===== src/hw/rtl/pfbu_pkg.sv =====
`timescale 1ns / 1ps
// ----------------------------------------------------------------------------
// pfbu_pkg: shared types and constants of the packed field bit unpacker
// Register map, mode codes and the structs passed between front and back.
// ----------------------------------------------------------------------------
package pfbu_pkg;

  localparam int unsigned MaxWidth  = 64;
  localparam int unsigned ValueW    = 64;
  localparam int unsigned WidthW    = 7;

  localparam logic [1:0] MODE_PACKED = 2'd0;
  localparam logic [1:0] MODE_RAW32  = 2'd1;
  localparam logic [1:0] MODE_RAW64  = 2'd2;

  localparam logic [1:0] REG_FIELD_MODE = 2'd0;
  localparam logic [1:0] REG_BIT_WIDTH  = 2'd1;
  localparam logic [1:0] REG_MIN_VALUE  = 2'd2;

  typedef struct packed {
    logic [7:0] data_byte;
    logic       restart;
  } item_t;

  typedef struct packed {
    logic [1:0]        field_mode;
    logic [WidthW-1:0] width;       // effective value width, 1..64
    logic [ValueW-1:0] min_value;
  } cfg_t;

  typedef struct packed {
    logic busy;    // part of a byte still held in the back end
  } back_status_t;

endpackage


===== src/hw/rtl/packed_field_bit_unpacker_top.sv =====
`timescale 1ns / 1ps
// ----------------------------------------------------------------------------
// packed_field_bit_unpacker_top: LSB-first packed bit field unpacker
// Streams bytes in, streams decoded 64-bit values out; APB register port.
// ----------------------------------------------------------------------------
// A byte that completes no value is taken every cycle; one that completes one
// value, every cycle in which the output register is free or being read. A
// byte that completes n values holds the back end while the extraction stage
// cuts one value per cycle as the output register frees. Bytes wait in a
// QUEUE_DEPTH-entry queue; a value is held in the output register until taken.
module packed_field_bit_unpacker_top #(
  parameter int unsigned QUEUE_DEPTH = 2
) (
  input  logic        clk_i,
  input  logic        rst_ni,
  // APB configuration port
  input  logic        psel,
  input  logic        penable,
  input  logic        pwrite,
  input  logic [4:0]  paddr,
  input  logic [63:0] pwdata,
  output logic [63:0] prdata,
  output logic        pready,
  // input stream
  input  logic        s_axis_tvalid,
  output logic        s_axis_tready,
  input  logic [7:0]  s_axis_tdata,   // [7:0] data_byte
  input  logic        s_axis_tuser,   // [0] restart
  // output stream
  output logic        m_axis_tvalid,
  input  logic        m_axis_tready,
  output logic [63:0] m_axis_tdata,   // [63:0] value
  output logic        m_axis_tlast    // last value of the byte
);
  import pfbu_pkg::*;

  logic [1:0]        field_mode_q;
  logic [WidthW-1:0] bit_width_q;
  logic [ValueW-1:0] min_value_q;
  logic              cfg_wr;
  logic [1:0]        cfg_idx;
  cfg_t              cfg;
  logic              push, pop, full, empty;
  item_t             in_item, head_item;
  back_status_t      back_status;

  assign pready  = 1'b1;
  assign cfg_idx = paddr[4:3];
  assign cfg_wr  = psel && penable && pwrite && pready;

  always_ff @(posedge clk_i or negedge rst_ni) begin
    if (!rst_ni) begin
      field_mode_q <= MODE_PACKED;
      bit_width_q  <= WidthW'(8);
      min_value_q  <= '0;
    end else if (cfg_wr) begin
      unique case (cfg_idx)
        REG_FIELD_MODE: field_mode_q <= pwdata[1:0];
        REG_BIT_WIDTH:  bit_width_q  <= pwdata[WidthW-1:0];
        REG_MIN_VALUE:  min_value_q  <= pwdata;
        default: ;
      endcase
    end
  end

  always_comb begin
    unique case (cfg_idx)
      REG_FIELD_MODE: prdata = {62'b0, field_mode_q};
      REG_BIT_WIDTH:  prdata = {57'b0, bit_width_q};
      REG_MIN_VALUE:  prdata = min_value_q;
      default:        prdata = '0;
    endcase
  end

  always_comb begin
    cfg.field_mode = field_mode_q;
    cfg.min_value  = min_value_q;
    priority if (field_mode_q == MODE_RAW32) begin
      cfg.width = WidthW'(32);
    end else if (field_mode_q != MODE_PACKED) begin
      cfg.width = WidthW'(64);
    end else if (bit_width_q == '0) begin
      cfg.width = WidthW'(1);
    end else if (bit_width_q > WidthW'(MaxWidth)) begin
      cfg.width = WidthW'(MaxWidth);
    end else begin
      cfg.width = bit_width_q;
    end
  end

  assign s_axis_tready     = !full;
  assign push              = s_axis_tvalid && s_axis_tready;
  assign in_item.data_byte = s_axis_tdata;
  assign in_item.restart   = s_axis_tuser;

  pfbu_fifo #(
    .DEPTH (QUEUE_DEPTH)
  ) u_front (
    .clk_i       (clk_i),
    .rst_ni      (rst_ni),
    .push_i      (push),
    .push_item_i (in_item),
    .pop_i       (pop),
    .head_item_o (head_item),
    .full_o      (full),
    .empty_o     (empty)
  );

  pfbu_back u_back (
    .clk_i        (clk_i),
    .rst_ni       (rst_ni),
    .cfg_i        (cfg),
    .head_valid_i (!empty),
    .head_item_i  (head_item),
    .pop_o        (pop),
    .out_valid_o  (m_axis_tvalid),
    .out_value_o  (m_axis_tdata),
    .out_last_o   (m_axis_tlast),
    .out_ready_i  (m_axis_tready),
    .status_o     (back_status)
  );

  a_queue_sane: assert property (@(posedge clk_i) disable iff (!rst_ni)
    !(full && empty))
    else $error("queue reports full and empty");

  a_pop_nonempty: assert property (@(posedge clk_i) disable iff (!rst_ni)
    pop |-> !empty)
    else $error("pop from empty queue");

  a_busy_has_out: assert property (@(posedge clk_i) disable iff (!rst_ni)
    back_status.busy |-> m_axis_tvalid)
    else $error("byte in progress without a pending value");

  a_next_value: assert property (@(posedge clk_i) disable iff (!rst_ni)
    (m_axis_tvalid && m_axis_tready && !m_axis_tlast) |=> m_axis_tvalid)
    else $error("value of an unfinished byte not produced at once");

endmodule


===== src/hw/rtl/pfbu_fifo.sv =====
`timescale 1ns / 1ps
// ----------------------------------------------------------------------------
// pfbu_fifo: front queue of the unpacker
// Accepts bytes from the input stream and holds them for the back end.
// ----------------------------------------------------------------------------
module pfbu_fifo #(
  parameter int unsigned DEPTH = 2
) (
  input  logic            clk_i,
  input  logic            rst_ni,
  input  logic            push_i,
  input  pfbu_pkg::item_t push_item_i,
  input  logic            pop_i,
  output pfbu_pkg::item_t head_item_o,
  output logic            full_o,
  output logic            empty_o
);
  import pfbu_pkg::*;

  localparam int unsigned PtrW = (DEPTH > 1) ? $clog2(DEPTH) : 1;
  localparam int unsigned CntW = $clog2(DEPTH + 1);
  localparam logic [PtrW-1:0] LastPtr = PtrW'(DEPTH - 1);
  localparam logic [CntW-1:0] FullCnt = CntW'(DEPTH);

  item_t           mem_q [DEPTH];
  logic [PtrW-1:0] wr_ptr_q, wr_ptr_d;
  logic [PtrW-1:0] rd_ptr_q, rd_ptr_d;
  logic [CntW-1:0] count_q, count_d;

  assign full_o      = (count_q == FullCnt);
  assign empty_o     = (count_q == '0);
  assign head_item_o = mem_q[rd_ptr_q];

  always_comb begin
    wr_ptr_d = wr_ptr_q;
    rd_ptr_d = rd_ptr_q;
    count_d  = count_q;
    if (push_i) begin
      wr_ptr_d = (wr_ptr_q == LastPtr) ? '0 : wr_ptr_q + 1'b1;
    end
    if (pop_i) begin
      rd_ptr_d = (rd_ptr_q == LastPtr) ? '0 : rd_ptr_q + 1'b1;
    end
    if (push_i && !pop_i) begin
      count_d = count_q + 1'b1;
    end else if (!push_i && pop_i) begin
      count_d = count_q - 1'b1;
    end
  end

  always_ff @(posedge clk_i or negedge rst_ni) begin
    if (!rst_ni) begin
      wr_ptr_q <= '0;
      rd_ptr_q <= '0;
      count_q  <= '0;
    end else begin
      wr_ptr_q <= wr_ptr_d;
      rd_ptr_q <= rd_ptr_d;
      count_q  <= count_d;
    end
  end

  always_ff @(posedge clk_i) begin
    if (push_i) begin
      mem_q[wr_ptr_q] <= push_item_i;
    end
  end

endmodule


===== src/hw/rtl/pfbu_back.sv =====
`timescale 1ns / 1ps
// ----------------------------------------------------------------------------
// pfbu_back: bit extraction back end
// Appends queued bytes to the carried bits, cuts one value per cycle while the
// output register is free or being read, and holds it in the output register.
// ----------------------------------------------------------------------------
module pfbu_back (
  input  logic                           clk_i,
  input  logic                           rst_ni,
  input  pfbu_pkg::cfg_t                 cfg_i,
  input  logic                           head_valid_i,
  input  pfbu_pkg::item_t                head_item_i,
  output logic                           pop_o,
  output logic                           out_valid_o,
  output logic [pfbu_pkg::ValueW-1:0]    out_value_o,
  output logic                           out_last_o,
  input  logic                           out_ready_i,
  output pfbu_pkg::back_status_t         status_o
);
  import pfbu_pkg::*;

  logic [ValueW-1:0] acc_q, acc_d;
  logic [WidthW-1:0] cnt_q, cnt_d;
  logic              busy_q, busy_d;
  logic [7:0]        p_q, p_d;
  logic [3:0]        k_q, k_d;
  logic              out_valid_q, out_valid_d;
  logic [ValueW-1:0] out_value_q, out_value_d;
  logic              out_last_q, out_last_d;

  logic              have, clr, fits, slot, step, last;
  logic [ValueW-1:0] acc_s, chunk, raw, absorbed;
  logic [WidthW-1:0] cnt_s, need, cnt_abs;
  logic [7:0]        p_s, mask8, rem;
  logic [3:0]        k_s, need4, kr;

  always_comb begin
    have     = busy_q | head_valid_i;
    clr      = !busy_q && (head_item_i.restart || (cnt_q >= cfg_i.width));
    acc_s    = clr ? '0 : acc_q;
    cnt_s    = clr ? '0 : cnt_q;
    p_s      = busy_q ? p_q : head_item_i.data_byte;
    k_s      = busy_q ? k_q : 4'd8;
    need     = cfg_i.width - cnt_s;
    fits     = ({3'b000, k_s} >= need);
    need4    = need[3:0];
    mask8    = 8'((9'd1 << need4) - 9'd1);
    chunk    = {56'b0, p_s & mask8} << cnt_s;
    raw      = acc_s | chunk;
    rem      = p_s >> need4;
    kr       = k_s - need4;
    last     = ({3'b000, kr} < cfg_i.width);
    absorbed = acc_s | ({56'b0, p_s} << cnt_s);
    cnt_abs  = cnt_s + {3'b000, k_s};
    slot     = !out_valid_q || out_ready_i;
    step     = have && (!fits || slot);
    pop_o    = step && !busy_q;
  end

  always_comb begin
    acc_d       = acc_q;
    cnt_d       = cnt_q;
    busy_d      = busy_q;
    p_d         = p_q;
    k_d         = k_q;
    out_valid_d = out_valid_q && !out_ready_i;
    out_value_d = out_value_q;
    out_last_d  = out_last_q;
    if (step) begin
      if (!fits) begin
        acc_d  = absorbed;
        cnt_d  = cnt_abs;
        busy_d = 1'b0;
      end else begin
        out_valid_d = 1'b1;
        out_value_d = (cfg_i.field_mode == MODE_PACKED) ? raw + cfg_i.min_value : raw;
        out_last_d  = last;
        if (last) begin
          acc_d  = {56'b0, rem};
          cnt_d  = {3'b000, kr};
          busy_d = 1'b0;
        end else begin
          acc_d  = '0;
          cnt_d  = '0;
          busy_d = 1'b1;
          p_d    = rem;
          k_d    = kr;
        end
      end
    end
  end

  always_ff @(posedge clk_i or negedge rst_ni) begin
    if (!rst_ni) begin
      acc_q       <= '0;
      cnt_q       <= '0;
      busy_q      <= 1'b0;
      out_valid_q <= 1'b0;
    end else begin
      acc_q       <= acc_d;
      cnt_q       <= cnt_d;
      busy_q      <= busy_d;
      out_valid_q <= out_valid_d;
    end
  end

  always_ff @(posedge clk_i) begin
    p_q         <= p_d;
    k_q         <= k_d;
    out_value_q <= out_value_d;
    out_last_q  <= out_last_d;
  end

  assign out_valid_o   = out_valid_q;
  assign out_value_o   = out_value_q;
  assign out_last_o    = out_last_q;
  assign status_o.busy = busy_q;

endmodule

===== config.mk =====
export PLATFORM = sky130hd
export DESIGN_NAME = packed_field_bit_unpacker_top
export DESIGN_NICKNAME = d
export VERILOG_FILES = /design/src/hw/rtl/pfbu_pkg.sv /design/src/hw/rtl/packed_field_bit_unpacker_top.sv /design/src/hw/rtl/pfbu_fifo.sv /design/src/hw/rtl/pfbu_back.sv
export SDC_FILE = /design/constraint.sdc
export NUM_CORES = 1
export LEC_CHECK = 0
export CAP_MARGIN = 10
export CORE_MARGIN = 2
export CORE_UTILIZATION = 35
export CTS_BUF_LIST = sky130_fd_sc_hd__clkbuf_4
export DETAILED_ROUTE_END_ITERATION = 16
export DONT_BUFFER_PORTS = 1
export GPL_TIMING_DRIVEN = 1
export PLACE_DENSITY = 0.54
export SKIP_CTS_REPAIR_TIMING = 1
export SLEW_MARGIN = 20
export SYNTH_ARGS = -nofsm -noshare
export SYNTH_HDL_FRONTEND = slang
export SYNTH_SLANG_ARGS = --single-unit
export TNS_END_PERCENT = 50

===== constraint.sdc =====
create_clock -name clk_i -period 26.8 [get_ports clk_i]
set_clock_uncertainty 0.15 [all_clocks]
set_input_delay 4.02 -clock clk_i [delete_from_list [all_inputs] [get_ports clk_i]]
set_output_delay 4.02 -clock clk_i [all_outputs]
set_load 0.05 [all_outputs]

==> results of run 1 <==
## worst max-delay path: cells and delay by family (launching register included)
kind,cells,cell delay (ps)
compound gates,12,3650
simple gates,14,3400
fa+ha+maj,4,1400
xor+xnor,2,840
mux,2,620
flops,1,440
buf+inv,3,770
## sequential cells by signal (all words and copies together), names as in the netlist
| signal | count |
|---|---|
| bit_width_q | 7 |
| u_front.count_q | 2 |
| u_back.k_q | 4 |
| u_back.acc_q | 64 |
| u_front.wr_ptr_q | 1 |
| u_back.cnt_q | 7 |
| field_mode_q | 2 |
| u_front.rd_ptr_q | 1 |
| min_value_q | 64 |
| u_back.out_valid_o | 1 |
| u_front.mem_q | 18 |
| u_back.out_last_o | 1 |
| u_back.p_q | 8 |
| u_back.out_value_o | 64 |
| u_back.status_o | 1 |
## how the worst max path moves through the flow
stage                             endpoint             from  cells past startpoint  slack (ps)
detailed placement  u_back.out_value_o[52]  field_mode_q[0]                     40       15380
floorplan                        prdata[0]         paddr[3]                      3       17210
CTS                 u_back.out_value_o[57]  field_mode_q[0]                     37       15240
finish              u_back.out_value_o[57]  field_mode_q[0]                     37       15180
global route        u_back.out_value_o[52]  field_mode_q[0]                     36       14530
global placement    u_back.out_value_o[52]  field_mode_q[0]                     40       15300
## stage by stage
step	power, mW	std cells	setup WS [ps]	util (%)	instance area [um2]
after floorplan	1.89	1842	17210	-	17400
after global placement	2.36	2411	15300	36.7	18000
after global routing	2.95	2554	14530	38.8	19000
after detailed placement	2.37	2411	15380	36.7	18000
after CTS	2.78	2549	15240	38.7	19000
final	2.78	2554	15180	38.8	19000
## cell usage after synthesis (17+ instances only)
cell type    n
buf_2       22
clkbuf_1    90
a21o_1      37
nor3_1      35
inv_1       45
a31oi_1     25
nand2b_1    23
o22ai_1     26
a32o_1      42
nand2_1    155
a21oi_1    129
nor2_1     134
o31ai_1     18
mux2_2     112
edfxtp_1    95
xnor2_1     38
nand3_1     31
nand4_1     24
o21ai_0     99
and2_1      71
nor2b_1     17
a22o_1      42
dfrtp_1    149
ha_1        88
xor2_1      34
mux2i_1     24
## cells by family after synthesis
logic type | after synthesis
other cells | 1
xor+xnor | 74
simple gates | 548
fa+ha+maj | 92
mux | 142
buf+inv | 168
compound gates | 572
flops | 245
## where the power goes
group          internal, mW  leakage (nW)  switching [mW]
sequential            0.563          2.82           0.270
combinational         0.491          4.52            1.07
clock                 0.206         0.594           0.180
total                  1.26          7.93            1.52
## area by class of cell
type	instances	area (um2)	share of cell area (%)
diodes	4	10.0	0.0527
clock buffers	114	856	4.51
clock inverters	24	146	0.771
inverters	49	184	0.968
multi-input cells	1429	10200	53.5
flip-flops and latches	245	6610	34.8
well taps	664	831	4.37
repair buffers	25	200	1.05
## metal layers
metal	routed length (um)	up-vias	track usage, %
met5	0	-	0
met2	27200	541	35.8
met1	26500	7329	31.6
li1	-	6955	-
met4	1990	0	8.72
met3	4030	122	4.72
## layout by cell type (no fill, tap or decap), types with 13 or more instances in the layout
cell      count
a31oi_1      25
mux2_2      112
clkbuf_4    114
dfrtp_1     149
a22o_1       42
o31ai_1      18
nor2b_1      16
o22ai_1      26
clkinv_1     13
a21oi_1     129
nand3_1      31
mux2i_1      24
nor3_1       35
xor2_1       34
o21ai_0      96
nand4_1      24
nor2_1      132
and2_1       71
o211ai_1     14
buf_4        24
nand2b_1     23
a32o_1       42
ha_1         88
xnor2_1      38
a211oi_1     14
nand2_1     154
o21bai_1     14
inv_1        44
a21o_1       37
and3_1       13
edfxtp_1     95
==> metrics.yaml, run 1 <==
finish:
  final_nets: 2001
  drive_gt1_share_pct: 16.6
  fillers: 4919
  syn_to_final_growth_pct: 9.22
synthesis:
  synth_top_family_by_area: "compound AO/OA/AOI/OAI gates"
  synth.area.mux_share_pct: 9.31
  synth_cell_types: 95
  ys_warn_count: 0
  synth_fa_ha_area_share_pct: 6.73
  synth_xor_area_share_pct: 3.85
  synth_top_area_share_pct: 21.4
  synth-compound-area-share_pct: 22.9
  yosys.area_share.simple_pct: 15.3
  ys_ff_latch: 245
  synthFlopType: "dfrtp_1"
  synthTopCellsByArea: "dfrtp_1 (21%), edfxtp_1 (16%), mux2_2 (7.3%)"
  synth_edf_count: 95
  ys_seq_area_share_pct: 38.0
  synth_area_um2: 17400
  synthesis.nets: 2018
  avgSynthCellArea_um2: 9.44
  synth_cells: 1842
  async_flop_share_pct: 61.2
  yosysTopAreaCell: "dfrtp_1"
placement:
  placement.io_buffers: 0
  gp_congestion: 0.950
  dp_hpwl_um: 43600
timing:
  report.final.slew_viol_count: 0
  min_period_ps: 11620
  max_freq_ghz: 0.0861
  setup_viol: 0
  rsz0062_at_grt: "false"
  finalCritPeriodShare_pct: 43.3
  fin_tns_setup_ps: 0
  final-hold-violation-count: 0
  tightest_slew_ps: 1200
  relSlewSlack_pct: 19.7
  holdWs_ps: 331
clock_tree:
  cts_root_buffer: "clkbuf_4"
  h-tree-depth: 3
  cts_made_buffers: 75
  clock-sinks: 245
  cts_buffer_depth: 3
  clock_latency_ps: 840
  clkTransAtPathRegs_ps: 60
  cts_tree: "done"
grt:
  antenna_found_initial: 2
  grt_max_degree: 151
  grtUsageTotal_pct: 23.0
  grt.overflow.total: 0
  grt_pass1_wl_um: 89400
  grt_pass1_vias: 14400
setup_path:
  crit_arrival_ps: 12000
  crit_path_max_fanout: 36
  crit_path_end_kind: "register"
  regToRegEndpoint: "u_back.out_value_o[57]"
  required_ps: 27180
  crit_slowest_cell: "xnor2_1"
  rr_worst_depth: 37
  cp-start-kind: "register"
  rr_startpoint: "field_mode_q[0]"
  cpMostUsedCell: "ha_1"
  critPathKind: "register to register"
  rrSetupSlack_ps: 15180
  max_stage_delay_ps: 730
detailed_routing:
  drt-total-wl_um: 59700
  drc: 0
  dr.pass1.iters: 6
  viasPerCell: 5.85
  first_iter_violations: 1166
  vias: 14900
  antenna_left: 0
  wl_per_cell_um: 23.4
floorplanning:
  num_rows: 81
  io_pins: 217
  start_util_pct: 35.5
  die-area_um2: 51500
  design.core.area_um2: 49000
  die_w_um: 227
  fp.dieH_um: 227
power_and_ir_drop:
  p_leak_nw: 7.93
  peakVddDrop_mv: 0.0743
  p_per_area_nw_per_um2: 146
min_path:
  hp-class: "register to register"
  min_to: "u_back.acc_q[53]"
  hold-path-cell-count: 2
  hp-start: "u_back.acc_q[53]"
run_status:
  status: "finished clean"
flow_run:
  cap_violations: 0
Power figures use the tool's default switching activity.
==> inputs of run 2 (changes only) <==
Settings changed: ABC_AREA set to 1.
Clock period 26.8 ns to 11.4 ns, I/O delays scaled along.
==> metrics.yaml, run 2 <==
synthesis:
  avgSynthCellArea_um2: 6.78  # -28%
  synth_top_area_share_pct: 21.0  # -0.46 points
  yosysTopAreaCell: "nand2_1"
  ys_ff_latch: 245  # unchanged
  synthesis.nets: 2864  # +42%
  synth_edf_count: 95  # unchanged
  synth_cell_types: 58  # -39%
  ys_warn_count: 0  # unchanged
  yosys-top-cells-count: "nand2_1 (1019), inv_1 (249), nor2_1 (220)"
  async_flop_share_pct: 61.2  # unchanged
  synth_cells: 2688  # +46%
  yosysMostFrequentCell: "nand2_1"
  synth_area_um2: 18200  # +4.8%
  ys_seq_area_share_pct: 36.3  # -1.7 points
  synthTopCellsByArea: "nand2_1 (21%), dfrtp_1 (20%), edfxtp_1 (16%)"
  synthFlopType: "dfrtp_1"
setup_path:
  rrSetupSlack_ps: 1470  # -13720 ps
  critPathKind: "register to register"
  cp-start-kind: "register"
  worstSetupEndpoint: "u_back.out_value_o[62]"
  timing.critical_path.from: "bit_width_q[1]"
  rr_worst_depth: 45  # +22%
  rr_startpoint: "bit_width_q[1]"
  max_stage_delay_ps: 730  # about the same
  crit_path_end_kind: "register"
  crit_path_max_fanout: 62  # +72%
  crit_slowest_cell: "nand2_1"
  cpMostUsedCell: "nand2_1"
  regToRegEndpoint: "u_back.out_value_o[62]"
  required_ps: 11810  # -15370 ps
  crit_arrival_ps: 10340  # -1660 ps
timing:
  final-hold-violation-count: 0  # unchanged
  relSlewSlack_pct: 9.45  # -10 points
  report.final.slew_viol_count: 0  # unchanged
  setup_viol: 0  # unchanged
  fin_tns_setup_ps: 0  # unchanged
  max_freq_ghz: 0.101  # +17%
  rsz0062_at_grt: "false"
  finalCritPeriodShare_pct: 87.1  # +44 points
  tightest_slew_ps: 1340  # +140 ps
  min_period_ps: 9930  # -1680 ps
grt:
  grt_pass1_vias: 16800  # +16%
  grt_max_degree: 151  # unchanged
  grtUsageTotal_pct: 24.3  # +1.3 points
  antenna_found_initial: 3  # +1
  grt.overflow.total: 0  # unchanged
  grt_pass1_wl_um: 99300  # +11%
detailed_routing:
  first_iter_violations: 1538  # +32%
  antenna_left: 0  # unchanged
  vias: 18100  # +21%
  drc: 0  # unchanged
  viasPerCell: 5.30  # -9.4%
  dr.pass1.iters: 6  # unchanged
  wl_per_cell_um: 19.4  # -17%
  drt-total-wl_um: 66200  # +11%
clock_tree:
  clock-sinks: 245  # unchanged
  clock_latency_ps: 830  # about the same
  h-tree-depth: 3  # unchanged
  clkTransAtPathRegs_ps: 60  # about the same
  cts_made_buffers: 76  # +1.3%
  cts_tree: "done"
  cts_buffer_depth: 3  # unchanged
  cts_root_buffer: "clkbuf_4"
finish:
  final_cell_mix: "nand2_1 (1018), inv_1 (247), nor2_1 (215), o21ai_0 (185), nand3_1 (176)"
  fillers: 5570  # +13%
  regArea_um2: 6610  # unchanged
  syn_to_final_growth_pct: 8.42
  fin_util_pct: 38.4  # -0.36 points
  multi_input_area_um2: 10200  # +0.44%
  drive_gt1_share_pct: 6.83  # -9.8 points
  final_nets: 2853  # +43%
  final_common_cell: "nand2_1"
placement:
  placement.io_buffers: 0  # unchanged
  dp_hpwl_um: 50200  # +15%
  gp_congestion: 0.935  # -1.6%
floorplanning:
  num_rows: 83  # +2.5%
  die_w_um: 232  # +2.3%
  fp.dieH_um: 232  # +2.3%
  io_pins: 217  # unchanged
  die-area_um2: 53900  # +4.7%
  start_util_pct: 35.5  # -0.068 points
  design.core.area_um2: 51400  # +5.0%
flow_run:
  cap_violations: 0  # unchanged
run_status:
  status: "finished clean"
min_path:
  hp-class: "register to register"
-- run 2: cell types whose count changed after synthesis, moves of 42 or more --
cell,delta
nand2_1,+864
inv_1,+204
nand3_1,+145
mux2_2,-111
nor2_1,+86
o21ai_0,+86
and2_1,-69
a22o_1,-42
-- run 2: cells by family (layout without fill, tap and decap cells) --
group / count (synthesis) / in the layout / share of synthesized area (%)
fa+ha+maj: 91 / 91 / 6.37
buf+inv: 369 / 418 / 7.93
compound gates: 392 / 392 / 12.0
xor+xnor: 70 / 70 / 3.36
mux: 4 / 4 / 0.227
other cells: 1 / 3 / 0.0206
simple gates: 1516 / 1516 / 33.9
flops: 245 / 245 / 36.3
-- run 2: cell type report --
cell class	instances	share of cell area, %
repair buffers	17	0.646
clock inverters	25	0.652
inverters	263	5.01
flip-flops and latches	245	33.4
diodes	2	0.0253
clock buffers	113	4.29
well taps	680	4.31
multi-input cells	2074	51.6
-- run 2: how the worst min path moves through the flow --
| stage | start | end | slack (ps) | depth (start not counted) |
|---|---|---|---|---|
| floorplan | u_back.acc_q[31] | u_back.acc_q[31] | 300 | 2 |
| global placement | u_back.acc_q[60] | u_back.acc_q[60] | 310 | 2 |
| detailed placement | u_back.acc_q[59] | u_back.acc_q[59] | 310 | 2 |
| CTS | u_back.acc_q[37] | u_back.acc_q[37] | 330 | 2 |
| global route | u_back.acc_q[28] | u_back.acc_q[28] | 340 | 2 |
| finish | u_back.acc_q[37] | u_back.acc_q[37] | 330 | 2 |
-- run 2: through the flow --
stage	std cells	hold WS, ps	worst slack [ps]	cell area [um2]
2_1_floorplan	2688	299	4230	18200
3_3_place_gp	3279	312	1590	18800
6_report	3419	330	1470	19800
5_1_grt	3419	341	799	19800
3_5_place_dp	3279	315	1580	18800
4_1_cts	3417	329	1520	19800
-- run 2: worst max-delay path, delay by kind of cell (launching register included) --
| family | cells | cell delay, ps |
|---|---|---|
| xor gates and xnor gates | 1 | 150 |
| DFF | 1 | 380 |
| buffers and inverters | 4 | 630 |
| AOI/OAI and AO/OA | 7 | 1510 |
| and+or+nand+nor | 29 | 5230 |
| adders and majority gates | 4 | 1570 |
-- run 2: per-layer routing --
| layer | vias up | GRT usage (%) | share of wire (%) |
|---|---|---|---|
| met5 | - | 0 | 0.020 |
| met4 | 2 | 10.3 | 3.8 |
| met3 | 127 | 6.53 | 8.5 |
| met2 | 662 | 36.5 | 43 |
| met1 | 8517 | 32.8 | 44 |
| li1 | 8818 | - | - |
Power of run 2 is not shown: default switching activity piles up to over one toggle a cycle in this logic, so the estimate is an artifact.
